**src/rtl/rlps_pkg.sv**
```systemverilog
// Shared types, constants and helpers for the RGB LED pattern sequencer.
package rlps_pkg;

  localparam int NUM_MODES    = 4;
  localparam int MAX_FRAMES   = 32;
  localparam int NUM_PATTERNS = 4;
  localparam int PAT_W        = 57;
  localparam int CFG_IDX_W    = 2;
  localparam int DUR_W        = 32;
  localparam int LEN_W        = 6;
  localparam int MS_W         = 16;
  localparam int LENMS_W      = LEN_W + MS_W;

  localparam logic [DUR_W-1:0] DUR_UNLIMITED = '1;

  typedef enum logic [1:0] {
    ACT_TICK,
    ACT_START,
    ACT_REPEAT,
    ACT_STOP
  } action_t;

  typedef struct packed {
    logic [2:0]       color;
    logic [MS_W-1:0]  frame_ms;
    logic [LEN_W-1:0] length;
    logic [31:0]      slots;
  } pattern_t;

  localparam pattern_t PAT_RESET [NUM_PATTERNS] = '{
    '{3'd2, 16'd125, 6'd8, 32'hA000_0000},
    '{3'd1, 16'd125, 6'd8, 32'hA000_0000},
    '{3'd4, 16'd125, 6'd8, 32'hA000_0000},
    '{3'd7, 16'd125, 6'd8, 32'h8800_0000}
  };

  typedef enum logic [1:0] {
    ST_IDLE,
    ST_MUL_LEN,
    ST_MUL_COUNT,
    ST_EXEC
  } state_t;

  typedef enum logic [3:0] {
    OP_NOP,
    OP_DEC_MS,
    OP_NEXT_FRAME,
    OP_REPEAT,
    OP_SWITCH,
    OP_GO_IDLE,
    OP_STOP_END,
    OP_START_NOW,
    OP_START_PEND,
    OP_CLEAR
  } exec_op_t;

  typedef struct packed {
    logic     capture;
    logic     mul_len;
    logic     mul_count;
    logic     exec;
    exec_op_t op;
    logic     use_product;
  } ctrl_cmd_t;

  typedef struct packed {
    action_t action;
    logic    mode_ok;
    logic    playing;
    logic    ms_gt1;
    logic    next_in_range;
    logic    latest_valid;
    logic    latest_is_new;
    logic    remaining_nz;
  } dp_status_t;

  // Clamp the length field to the frame limit.
  function automatic logic [LEN_W-1:0] eff_len(input logic [LEN_W-1:0] raw);
    logic [LEN_W-1:0] lim;
    lim = LEN_W'(MAX_FRAMES);
    return (raw > lim) ? lim : raw;
  endfunction

endpackage

```
**src/rtl/rlps_if.sv**
```systemverilog
// Item and result channel interfaces for the RGB LED pattern sequencer.
interface rlps_item_if;
  import rlps_pkg::*;

  logic              valid;
  logic              ready;
  logic [1:0]        action;
  logic [1:0]        mode;
  logic [DUR_W-1:0]  amount;

  modport source (output valid, output action, output mode, output amount, input ready);
  modport sink   (input valid, input action, input mode, input amount, output ready);
endinterface

interface rlps_result_if;
  logic       valid;
  logic       ready;
  logic       red_on;
  logic       green_on;
  logic       blue_on;
  logic       busy_res;
  logic [1:0] playing_mode;

  modport source (output valid, output red_on, output green_on, output blue_on,
                  output busy_res, output playing_mode, input ready);
  modport sink   (input valid, input red_on, input green_on, input blue_on,
                  input busy_res, input playing_mode, output ready);
endinterface

```
**src/rtl/rgb_led_pattern_sequencer_core.sv**
```systemverilog
// Top level of the RGB LED pattern sequencer: controller plus datapath.
//
//   channel  | dir | payload                                        | handshake
//   ---------+-----+------------------------------------------------+-----------
//   item     | in  | action, mode, amount                           | valid/ready
//   result   | out | red_on, green_on, blue_on, busy_res, playing_mode | valid/ready
//   cfg      | in  | cfg_index, cfg_data                            | cfg_write_en
//
// Each word passes through capture, length x frame-time multiply, count multiply,
// and the sequencer update, which loads the result register.
// The next word is taken in the cycle after the update if the result register
// is empty or being read, so a stalled result holds off only the following word.
// Synchronous reset restores the default patterns and idles the sequencer at once.
module rgb_led_pattern_sequencer_core (
  input  logic                            clk,
  input  logic                            rst,
  rlps_item_if.sink                       item,
  rlps_result_if.source                   result,
  input  logic                            cfg_write_en,
  input  logic [rlps_pkg::CFG_IDX_W-1:0]  cfg_index,
  input  logic [rlps_pkg::PAT_W-1:0]      cfg_data
);
  import rlps_pkg::*;

  ctrl_cmd_t  cmd;
  dp_status_t status;

  rlps_ctrl u_ctrl (
    .clk          (clk),
    .rst          (rst),
    .item_valid   (item.valid),
    .item_ready   (item.ready),
    .result_valid (result.valid),
    .result_ready (result.ready),
    .status       (status),
    .cmd          (cmd)
  );

  rlps_dp u_dp (
    .clk          (clk),
    .rst          (rst),
    .cfg_write_en (cfg_write_en),
    .cfg_index    (cfg_index),
    .cfg_data     (cfg_data),
    .action       (item.action),
    .mode         (item.mode),
    .amount       (item.amount),
    .cmd          (cmd),
    .status       (status),
    .red_on       (result.red_on),
    .green_on     (result.green_on),
    .blue_on      (result.blue_on),
    .busy_res     (result.busy_res),
    .playing_mode (result.playing_mode)
  );

endmodule

```
**src/rtl/rlps_ctrl.sv**
```systemverilog
// Sequencing state machine: capture, two multiply steps, update, result hold.
module rlps_ctrl (
  input  logic                  clk,
  input  logic                  rst,
  input  logic                  item_valid,
  output logic                  item_ready,
  output logic                  result_valid,
  input  logic                  result_ready,
  input  rlps_pkg::dp_status_t  status,
  output rlps_pkg::ctrl_cmd_t   cmd
);
  import rlps_pkg::*;

  state_t state;
  state_t state_next;
  logic   accept;

  assign item_ready = (state == ST_IDLE) && (!result_valid || result_ready);
  assign accept     = item_valid && item_ready;

  always_ff @(posedge clk) begin
    if (rst) begin
      state <= ST_IDLE;
    end else begin
      state <= state_next;
    end
  end

  always_ff @(posedge clk) begin
    if (rst) begin
      result_valid <= 1'b0;
    end else if (state == ST_EXEC) begin
      result_valid <= 1'b1;
    end else if (result_ready) begin
      result_valid <= 1'b0;
    end
  end

  always_comb begin
    state_next = state;
    unique case (state)
      ST_IDLE:      if (accept) state_next = ST_MUL_LEN;
      ST_MUL_LEN:   state_next = ST_MUL_COUNT;
      ST_MUL_COUNT: state_next = ST_EXEC;
      ST_EXEC:      state_next = ST_IDLE;
      default:      state_next = ST_IDLE;
    endcase
  end

  always_comb begin
    cmd             = '0;
    cmd.op          = OP_NOP;
    cmd.capture     = accept;
    cmd.mul_len     = (state == ST_MUL_LEN);
    cmd.mul_count   = (state == ST_MUL_COUNT);
    cmd.exec        = (state == ST_EXEC);
    cmd.use_product = (status.action == ACT_REPEAT);
    if (state == ST_EXEC) begin
      unique case (status.action) inside
        ACT_TICK: begin
          if (status.playing) begin
            if (status.ms_gt1) begin
              cmd.op = OP_DEC_MS;
            end else if (status.next_in_range) begin
              cmd.op = OP_NEXT_FRAME;
            end else if (!status.latest_valid || status.latest_is_new) begin
              // pattern end: a newer start takes over, or go idle
              cmd.op = status.latest_valid ? OP_SWITCH : OP_GO_IDLE;
            end else if (status.remaining_nz) begin
              cmd.op = OP_REPEAT;
            end else begin
              cmd.op = OP_STOP_END;
            end
          end
        end
        ACT_START, ACT_REPEAT: begin
          if (status.mode_ok) begin
            cmd.op = status.playing ? OP_START_PEND : OP_START_NOW;
          end
        end
        ACT_STOP: cmd.op = OP_CLEAR;
        default:  cmd.op = OP_NOP;
      endcase
    end
  end

  a_exec_gives_word: assert property (@(posedge clk) disable iff (rst)
    state == ST_EXEC |=> result_valid)
    else $error("result word not raised after update");

  a_word_from_exec: assert property (@(posedge clk) disable iff (rst)
    $rose(result_valid) |-> $past(state) == ST_EXEC)
    else $error("result word raised outside update");

  a_accept_starts: assert property (@(posedge clk) disable iff (rst)
    accept |=> state == ST_MUL_LEN && !item_ready)
    else $error("accepted word did not enter the multiply step");

endmodule

```
**src/rtl/rlps_dp.sv**
```systemverilog
// Datapath: pattern registers, sequencer state, duration multiply and result register.
module rlps_dp (
  input  logic                              clk,
  input  logic                              rst,
  input  logic                              cfg_write_en,
  input  logic [rlps_pkg::CFG_IDX_W-1:0]    cfg_index,
  input  logic [rlps_pkg::PAT_W-1:0]        cfg_data,
  input  logic [1:0]                        action,
  input  logic [1:0]                        mode,
  input  logic [rlps_pkg::DUR_W-1:0]        amount,
  input  rlps_pkg::ctrl_cmd_t               cmd,
  output rlps_pkg::dp_status_t              status,
  output logic                              red_on,
  output logic                              green_on,
  output logic                              blue_on,
  output logic                              busy_res,
  output logic [1:0]                        playing_mode
);
  import rlps_pkg::*;

  pattern_t pat_reg [NUM_PATTERNS];

  // captured word
  action_t          item_action;
  logic [1:0]       item_mode;
  logic [DUR_W-1:0] item_amount;

  logic [LENMS_W-1:0] lenms;
  logic [DUR_W-1:0]   prod;

  pattern_t         active_pat;
  logic             playing;
  logic [1:0]       current_mode;
  logic [DUR_W-1:0] remaining;
  logic [LEN_W-1:0] frame_index;
  logic [MS_W-1:0]  frame_ms_left;
  logic             latest_valid;
  logic             latest_is_new;
  logic [1:0]       latest_mode;
  logic [DUR_W-1:0] latest_duration;
  logic [2:0]       led_levels;

  pattern_t         active_pat_next;
  logic             playing_next;
  logic [1:0]       current_mode_next;
  logic [DUR_W-1:0] remaining_next;
  logic [LEN_W-1:0] frame_index_next;
  logic [MS_W-1:0]  frame_ms_left_next;
  logic             latest_valid_next;
  logic             latest_is_new_next;
  logic [1:0]       latest_mode_next;
  logic [DUR_W-1:0] latest_duration_next;
  logic [2:0]       led_levels_next;

  logic [1:0]       rd_addr;
  pattern_t         sel_pat;
  logic [DUR_W-1:0] start_dur;
  logic [LEN_W-1:0] fi_inc;

  // frame load unit
  pattern_t         ld_pat;
  logic [LEN_W-1:0] ld_fi;
  logic [DUR_W-1:0] ld_rem;
  logic [LEN_W-1:0] ld_len;
  logic             ld_in;
  logic [2:0]       ld_led;
  logic [MS_W-1:0]  ld_ms;
  logic [DUR_W-1:0] ld_rem_out;
  logic [DUR_W-1:0] ms_ext;

  always_ff @(posedge clk) begin
    if (rst) begin
      for (int i = 0; i < NUM_PATTERNS; i++) begin
        pat_reg[i] <= PAT_RESET[i];
      end
    end else if (cfg_write_en) begin
      pat_reg[cfg_index] <= pattern_t'(cfg_data);
    end
  end

  always_ff @(posedge clk) begin
    if (cmd.capture) begin
      item_action <= action_t'(action);
      item_mode   <= mode;
      item_amount <= amount;
    end
    if (cmd.mul_len) begin
      lenms <= LENMS_W'(sel_pat.length) * LENMS_W'(sel_pat.frame_ms);
    end
    if (cmd.mul_count) begin
      prod <= DUR_W'(lenms) * item_amount;
    end
  end

  assign rd_addr   = (cmd.op == OP_SWITCH) ? latest_mode : item_mode;
  assign sel_pat   = pat_reg[rd_addr];
  assign start_dur = cmd.use_product ? prod : item_amount;
  assign fi_inc    = frame_index + LEN_W'(1);

  always_comb begin
    ld_pat = active_pat;
    ld_fi  = '0;
    ld_rem = remaining;
    case (cmd.op)
      OP_NEXT_FRAME: ld_fi = fi_inc;
      OP_SWITCH: begin
        ld_pat = sel_pat;
        ld_rem = latest_duration;
      end
      OP_START_NOW: begin
        ld_pat = sel_pat;
        ld_rem = start_dur;
      end
      default: ;
    endcase
  end

  always_comb begin
    ld_len     = eff_len(ld_pat.length);
    ld_in      = ld_fi < ld_len;
    ms_ext     = DUR_W'(ld_pat.frame_ms);
    ld_rem_out = ld_rem;
    if (ld_in) begin
      ld_led = ld_pat.slots[~ld_fi[4:0]] ? ld_pat.color : 3'b000;
      ld_ms  = (ld_pat.frame_ms != '0) ? ld_pat.frame_ms : MS_W'(1);
      // saturate at zero, leave unlimited alone
      if (ld_rem != DUR_UNLIMITED && ld_rem != '0) begin
        ld_rem_out = (ld_rem > ms_ext) ? ld_rem - ms_ext : '0;
      end
    end else begin
      ld_led = 3'b000;
      ld_ms  = MS_W'(1);
    end
  end

  always_comb begin
    active_pat_next      = active_pat;
    playing_next         = playing;
    current_mode_next    = current_mode;
    remaining_next       = remaining;
    frame_index_next     = frame_index;
    frame_ms_left_next   = frame_ms_left;
    latest_valid_next    = latest_valid;
    latest_is_new_next   = latest_is_new;
    latest_mode_next     = latest_mode;
    latest_duration_next = latest_duration;
    led_levels_next      = led_levels;
    case (cmd.op)
      OP_DEC_MS: frame_ms_left_next = frame_ms_left - MS_W'(1);
      OP_NEXT_FRAME, OP_REPEAT: begin
        frame_index_next   = ld_fi;
        led_levels_next    = ld_led;
        frame_ms_left_next = ld_ms;
        remaining_next     = ld_rem_out;
      end
      OP_SWITCH: begin
        current_mode_next  = latest_mode;
        active_pat_next    = sel_pat;
        latest_is_new_next = 1'b0;
        frame_index_next   = '0;
        led_levels_next    = ld_led;
        frame_ms_left_next = ld_ms;
        remaining_next     = ld_rem_out;
      end
      OP_GO_IDLE, OP_STOP_END: begin
        playing_next       = 1'b0;
        led_levels_next    = 3'b000;
        frame_index_next   = '0;
        frame_ms_left_next = '0;
        if (cmd.op == OP_STOP_END) begin
          latest_valid_next = 1'b0;
        end
      end
      OP_START_NOW: begin
        latest_mode_next     = item_mode;
        latest_duration_next = start_dur;
        latest_valid_next    = 1'b1;
        latest_is_new_next   = 1'b0;
        playing_next         = 1'b1;
        current_mode_next    = item_mode;
        active_pat_next      = sel_pat;
        frame_index_next     = '0;
        led_levels_next      = ld_led;
        frame_ms_left_next   = ld_ms;
        remaining_next       = ld_rem_out;
      end
      OP_START_PEND: begin
        latest_mode_next     = item_mode;
        latest_duration_next = start_dur;
        latest_valid_next    = 1'b1;
        latest_is_new_next   = 1'b1;
      end
      OP_CLEAR: latest_valid_next = 1'b0;
      default: ;
    endcase
  end

  always_ff @(posedge clk) begin
    if (rst) begin
      active_pat      <= '0;
      playing         <= 1'b0;
      current_mode    <= '0;
      remaining       <= '0;
      frame_index     <= '0;
      frame_ms_left   <= '0;
      latest_valid    <= 1'b0;
      latest_is_new   <= 1'b0;
      latest_mode     <= '0;
      latest_duration <= '0;
      led_levels      <= 3'b000;
    end else if (cmd.exec) begin
      active_pat      <= active_pat_next;
      playing         <= playing_next;
      current_mode    <= current_mode_next;
      remaining       <= remaining_next;
      frame_index     <= frame_index_next;
      frame_ms_left   <= frame_ms_left_next;
      latest_valid    <= latest_valid_next;
      latest_is_new   <= latest_is_new_next;
      latest_mode     <= latest_mode_next;
      latest_duration <= latest_duration_next;
      led_levels      <= led_levels_next;
    end
  end

  // result word holds the state after the update
  always_ff @(posedge clk) begin
    if (cmd.exec) begin
      red_on       <= led_levels_next[0];
      green_on     <= led_levels_next[1];
      blue_on      <= led_levels_next[2];
      busy_res     <= playing_next;
      playing_mode <= playing_next ? current_mode_next : 2'd0;
    end
  end

  always_comb begin
    status               = '0;
    status.action        = item_action;
    status.mode_ok       = int'(item_mode) < NUM_MODES;
    status.playing       = playing;
    status.ms_gt1        = frame_ms_left > MS_W'(1);
    status.next_in_range = fi_inc < eff_len(active_pat.length);
    status.latest_valid  = latest_valid;
    status.latest_is_new = latest_is_new;
    status.remaining_nz  = remaining != '0;
  end

  a_idle_parked: assert property (@(posedge clk) disable iff (rst)
    !playing |-> frame_index == '0 && frame_ms_left == '0)
    else $error("frame position not parked while idle");

  a_play_has_time: assert property (@(posedge clk) disable iff (rst)
    playing |-> frame_ms_left != '0)
    else $error("playing frame with no time left");

  a_idle_dark: assert property (@(posedge clk) disable iff (rst)
    !playing |-> led_levels == 3'b000)
    else $error("LEDs lit while idle");

endmodule
```
**src/flat_wrapper.sv**
```systemverilog
// flat-port wrapper written by rule: the top's interface ports become plain ports
module rgb_led_pattern_sequencer_core_flat import rlps_pkg::*;
  (clk, rst, cfg_write_en, cfg_index, cfg_data, item_valid, item_action, item_mode, item_amount, item_ready, result_valid, result_red_on, result_green_on, result_blue_on, result_busy_res, result_playing_mode, result_ready);
  rlps_item_if item_i ();
  rlps_result_if result_i ();
  input  logic clk;
  input  logic rst;
  input  logic cfg_write_en;
  input  logic [rlps_pkg::CFG_IDX_W-1:0] cfg_index;
  input  logic [rlps_pkg::PAT_W-1:0] cfg_data;
  input wire logic [$bits(item_i.valid)-1:0] item_valid;
  input wire logic [$bits(item_i.action)-1:0] item_action;
  input wire logic [$bits(item_i.mode)-1:0] item_mode;
  input wire logic [$bits(item_i.amount)-1:0] item_amount;
  output wire logic [$bits(item_i.ready)-1:0] item_ready;
  output wire logic [$bits(result_i.valid)-1:0] result_valid;
  output wire logic [$bits(result_i.red_on)-1:0] result_red_on;
  output wire logic [$bits(result_i.green_on)-1:0] result_green_on;
  output wire logic [$bits(result_i.blue_on)-1:0] result_blue_on;
  output wire logic [$bits(result_i.busy_res)-1:0] result_busy_res;
  output wire logic [$bits(result_i.playing_mode)-1:0] result_playing_mode;
  input wire logic [$bits(result_i.ready)-1:0] result_ready;
  assign item_i.valid = item_valid;
  assign item_i.action = item_action;
  assign item_i.mode = item_mode;
  assign item_i.amount = item_amount;
  assign item_ready = item_i.ready;
  assign result_valid = result_i.valid;
  assign result_red_on = result_i.red_on;
  assign result_green_on = result_i.green_on;
  assign result_blue_on = result_i.blue_on;
  assign result_busy_res = result_i.busy_res;
  assign result_playing_mode = result_i.playing_mode;
  assign result_i.ready = result_ready;
  rgb_led_pattern_sequencer_core u_core (.clk(clk), .rst(rst), .item(item_i), .result(result_i), .cfg_write_en(cfg_write_en), .cfg_index(cfg_index), .cfg_data(cfg_data));
endmodule
```
**config.mk**
```make
export PLATFORM = sky130hd
export DESIGN_NAME = rgb_led_pattern_sequencer_core_flat
export DESIGN_NICKNAME = d
export VERILOG_FILES = /design/src/rtl/rlps_pkg.sv /design/src/rtl/rlps_if.sv /design/src/rtl/rgb_led_pattern_sequencer_core.sv /design/src/rtl/rlps_ctrl.sv /design/src/rtl/rlps_dp.sv /design/src/flat_wrapper.sv
export SDC_FILE = /design/constraint.sdc
export NUM_CORES = 2
export LEC_CHECK = 0
export BUFFER_PORTS_ARGS = -buffer_cell sky130_fd_sc_hd__buf_2
export CAP_MARGIN = 20
export CELL_PAD_IN_SITES_DETAIL_PLACEMENT = 1
export CELL_PAD_IN_SITES_GLOBAL_PLACEMENT = 2
export CORE_MARGIN = 8
export CORE_UTILIZATION = 38
export CTS_BUF_LIST = sky130_fd_sc_hd__clkbuf_8
export CTS_CLUSTER_DIAMETER = 100
export CTS_CLUSTER_SIZE = 12
export DETAILED_ROUTE_END_ITERATION = 6
export GPL_TIMING_DRIVEN = 1
export PLACE_DENSITY_LB_ADDON = 0.08
export SKIP_LAST_GASP = 1
export SLEW_MARGIN = 20
export SYNTH_ARGS = -nofsm -noshare
export SYNTH_HDL_FRONTEND = slang
export SYNTH_SLANG_ARGS = --single-unit
```
**constraint.sdc**
```tcl
create_clock -name clk -period 7.7 [get_ports clk]
set_input_delay 1.155 -clock clk [delete_from_list [all_inputs] [get_ports clk]]
set_output_delay 1.155 -clock clk [all_outputs]
set_load 0.01 [all_outputs]
```
==> flow_metrics.tcl <==
set metrics [dict create \
    cts_hold_buf 0 \
    synth_flop_cell "edfxtp_1" \
    slew_headroom_pct 27.0 \
    cts_max_path_buffers 3 \
    core_mm2 0.103 \
    netlist_area_mm2 0.0394 \
    drtIter0Drc 1521 \
    drv_slew 0 \
    syn_nets 4954 \
    critical-path-slowest-cell "fa_1" \
    area_growth_pct 10.4 \
    skew_ns 0.0555 \
    grt_start_max_net_pins 71 \
    grt_overflow 0 \
    grt_antenna_before_repair 5 \
    dieArea_mm2 0.114 \
    ant_nets 0 \
    pre_cts_ws_ns -0.00603 \
    crit_fanout 11 \
    wl_per_cell_um 21.9 \
    cts_made_buffers 47 \
    die_y_um 338 \
    cts_root_buf "clkbuf_8" \
    cts_tree "built" \
    outcome "finished, final reports clean" \
    viasPerCell 5.18 \
    setup_ws_ns 0.310 \
    drc 0 \
    io_buffers 107 \
    routed_wl_mm 127 \
    synthArstFlopShare_pct 0 \
    clkTransAtPathRegs_ns 0.09 \
    setup_viol 0 \
    end_kind "register" \
    syn_area_per_cell_um2 9.22 \
    placed_area_mm2 0.0423 \
    ios 108 \
    critPathMostFrequentCell "fa_1" \
    dieWidth_um 338 \
    std_cell_rows 118 \
    cp.arrival_ns 7.87 \
    ys_ff_latch 480 \
    worstPathRequired_ns 8.18 \
    final_common_cell "nand2_1" \
    grt_first_pass_wirelength_mm 198 \
    final_cell_mix "793 x nand2_1, 567 x inv_1, 431 x fa_1" \
    worst-path-buf-inv 5 \
    final_nets 5067 \
    h-tree-depth 2 \
    design_area_mm2 0.0435 \
    synthDistinctLibCells 81 \
    clock.fmax_ghz 0.135 \
    yosys_warnings 0 \
    largest_reg_flops 228 \
    drive_above_1_share_pct 10.1 \
    cp_top_family "compound AO/OA/AOI/OAI gates" \
    slowest_delay_ns 0.54 \
    utilization_pct 42.1 \
    hp-class "register to register" \
    insertion_delay_ns 0.74 \
    hold_viol 0 \
    finalCritPeriodShare_pct 96.0 \
    first_pass_iters 5 \
    clock-sinks 480 \
    worst_setup_path_start_kind "register" \
    grt_pass1_vias 32700 \
    vias 30100 \
    setup.worst_path.class "register to register" \
    postSynthCellCount 4272 \
    worstMarginPinSlew_ns 1.09 \
    cap_violations 0 \
    synth_edf_count 324 \
    initial_core_util_pct 38.2 \
    track_usage_pct 22.3 \
    fin_crit_ns 7.39 \
    seq_area_frac_synth_pct 32.6 \
    setup_tns_ns 0 \
    hpwl_mm 96.4 \
    place.gp.congestion 0.868 \
]
## kinds of logic (layout without fill, tap and decap cells)
group / Yosys count / after routing / share of synthesized area, %
DFF: 480 / 480 / 32.6
other: 0 / 4 / 0
adders and majority gates: 582 / 582 / 26.7
and+or+nand+nor: 1784 / 1784 / 21.1
AOI/OAI and AO/OA: 489 / 489 / 8.37
buffers and inverters: 776 / 925 / 7.42
muxes: 60 / 61 / 1.57
xor gates and xnor gates: 101 / 101 / 2.25
## layer usage
metal,share of wire (%),vias to the layer above,global-route usage [%]
met1,45,15400,29.7
met2,49,519,38.7
met5,0,-,0
met4,2.4,0,5.10
li1,-,14000,-
met3,3.3,146,2.73
## path summary, 6_finish.rpt
check | from | to | slack [ns] | cells after the start
worst max register to register | u_core.u_dp.frame_index[4] | u_core.u_dp.lenms[21] | 0.31 | 34
worst min register to register | u_core.u_dp.active_pat[26] | u_core.u_dp.active_pat[26] | 0.46 | 2
worst max-delay path | u_core.u_dp.frame_index[4] | u_core.u_dp.lenms[21] | 0.31 | 34
worst min-delay path | u_core.u_dp.active_pat[26] | u_core.u_dp.active_pat[26] | 0.46 | 2
## tightest hold or removal path: cells and delay by family, from the launching register on
family / cells / cell delay, ns
flops: 1 / 0.32
simple gates: 1 / 0.05
compound gates: 1 / 0.05
## synth_stat cells, types with 8 or more instances
master / number / area share, %
or2_2: 17 / 0.27
a211o_1: 8 / 0.18
a21boi_0: 15 / 0.29
a211oi_1: 63 / 1.2
edfxtp_1: 324 / 25
inv_1: 535 / 5.1
nor3_1: 40 / 0.51
mux2i_1: 54 / 1.4
buf_1: 31 / 0.30
o21bai_1: 9 / 0.17
and2_1: 289 / 4.6
a31oi_1: 17 / 0.27
fa_1: 431 / 22
a311oi_1: 18 / 0.40
nor4_1: 19 / 0.30
nand2_1: 797 / 7.6
ha_1: 151 / 4.8
a21oi_1: 133 / 1.7
o21a_1: 23 / 0.44
nor2b_1: 24 / 0.38
xor2_1: 21 / 0.47
o21ai_0: 69 / 0.88
nand4_1: 17 / 0.27
o31ai_1: 14 / 0.27
a22oi_1: 14 / 0.27
nand3_1: 157 / 2.0
xnor2_1: 80 / 1.8
a21o_1: 23 / 0.44
buf_2: 9 / 0.11
and3_1: 20 / 0.32
clkbuf_1: 201 / 1.9
nand2b_1: 69 / 1.1
or3_1: 12 / 0.19
o211ai_1: 10 / 0.19
nor2_1: 281 / 2.7
o22ai_1: 8 / 0.13
and4_1: 15 / 0.33
dfxtp_1: 156 / 7.9
## through the flow
step | hold WS [ns] | std cells
global placement | 0.441 | 5703
detailed placement | 0.446 | 5703
global route | 0.482 | 5805
CTS | 0.457 | 5789
finish | 0.459 | 5806
floorplan | 0.432 | 4272
## timing repair
| item | 4_1_cts | 5_1_grt |
|---|---|---|
| setup endpoints to repair | 1 | 12 |
| endpoints found under the hold margin | 0 | 0 |
| gates resized for setup | 2 | 53 |
| buffers inserted | 0 | 11 |
| gates cloned | 0 | 2 |
| pin swaps | 0 | 22 |
## final cells by class
class                           instances  area, um2
Fill cell                           11900      59700
Multi-Input combinational cell       3017      23900
Sequential cell                       480      12900
Timing Repair Buffer                  304       2130
Inverter                              535       2010
Tap cell                             1380       1730
Clock buffer                           49        674
Clock inverter                         37        171
Antenna cell                            4       10.0
Power is not shown: default switching activity piles up to over one toggle a cycle in this logic, so the estimate is an artifact.
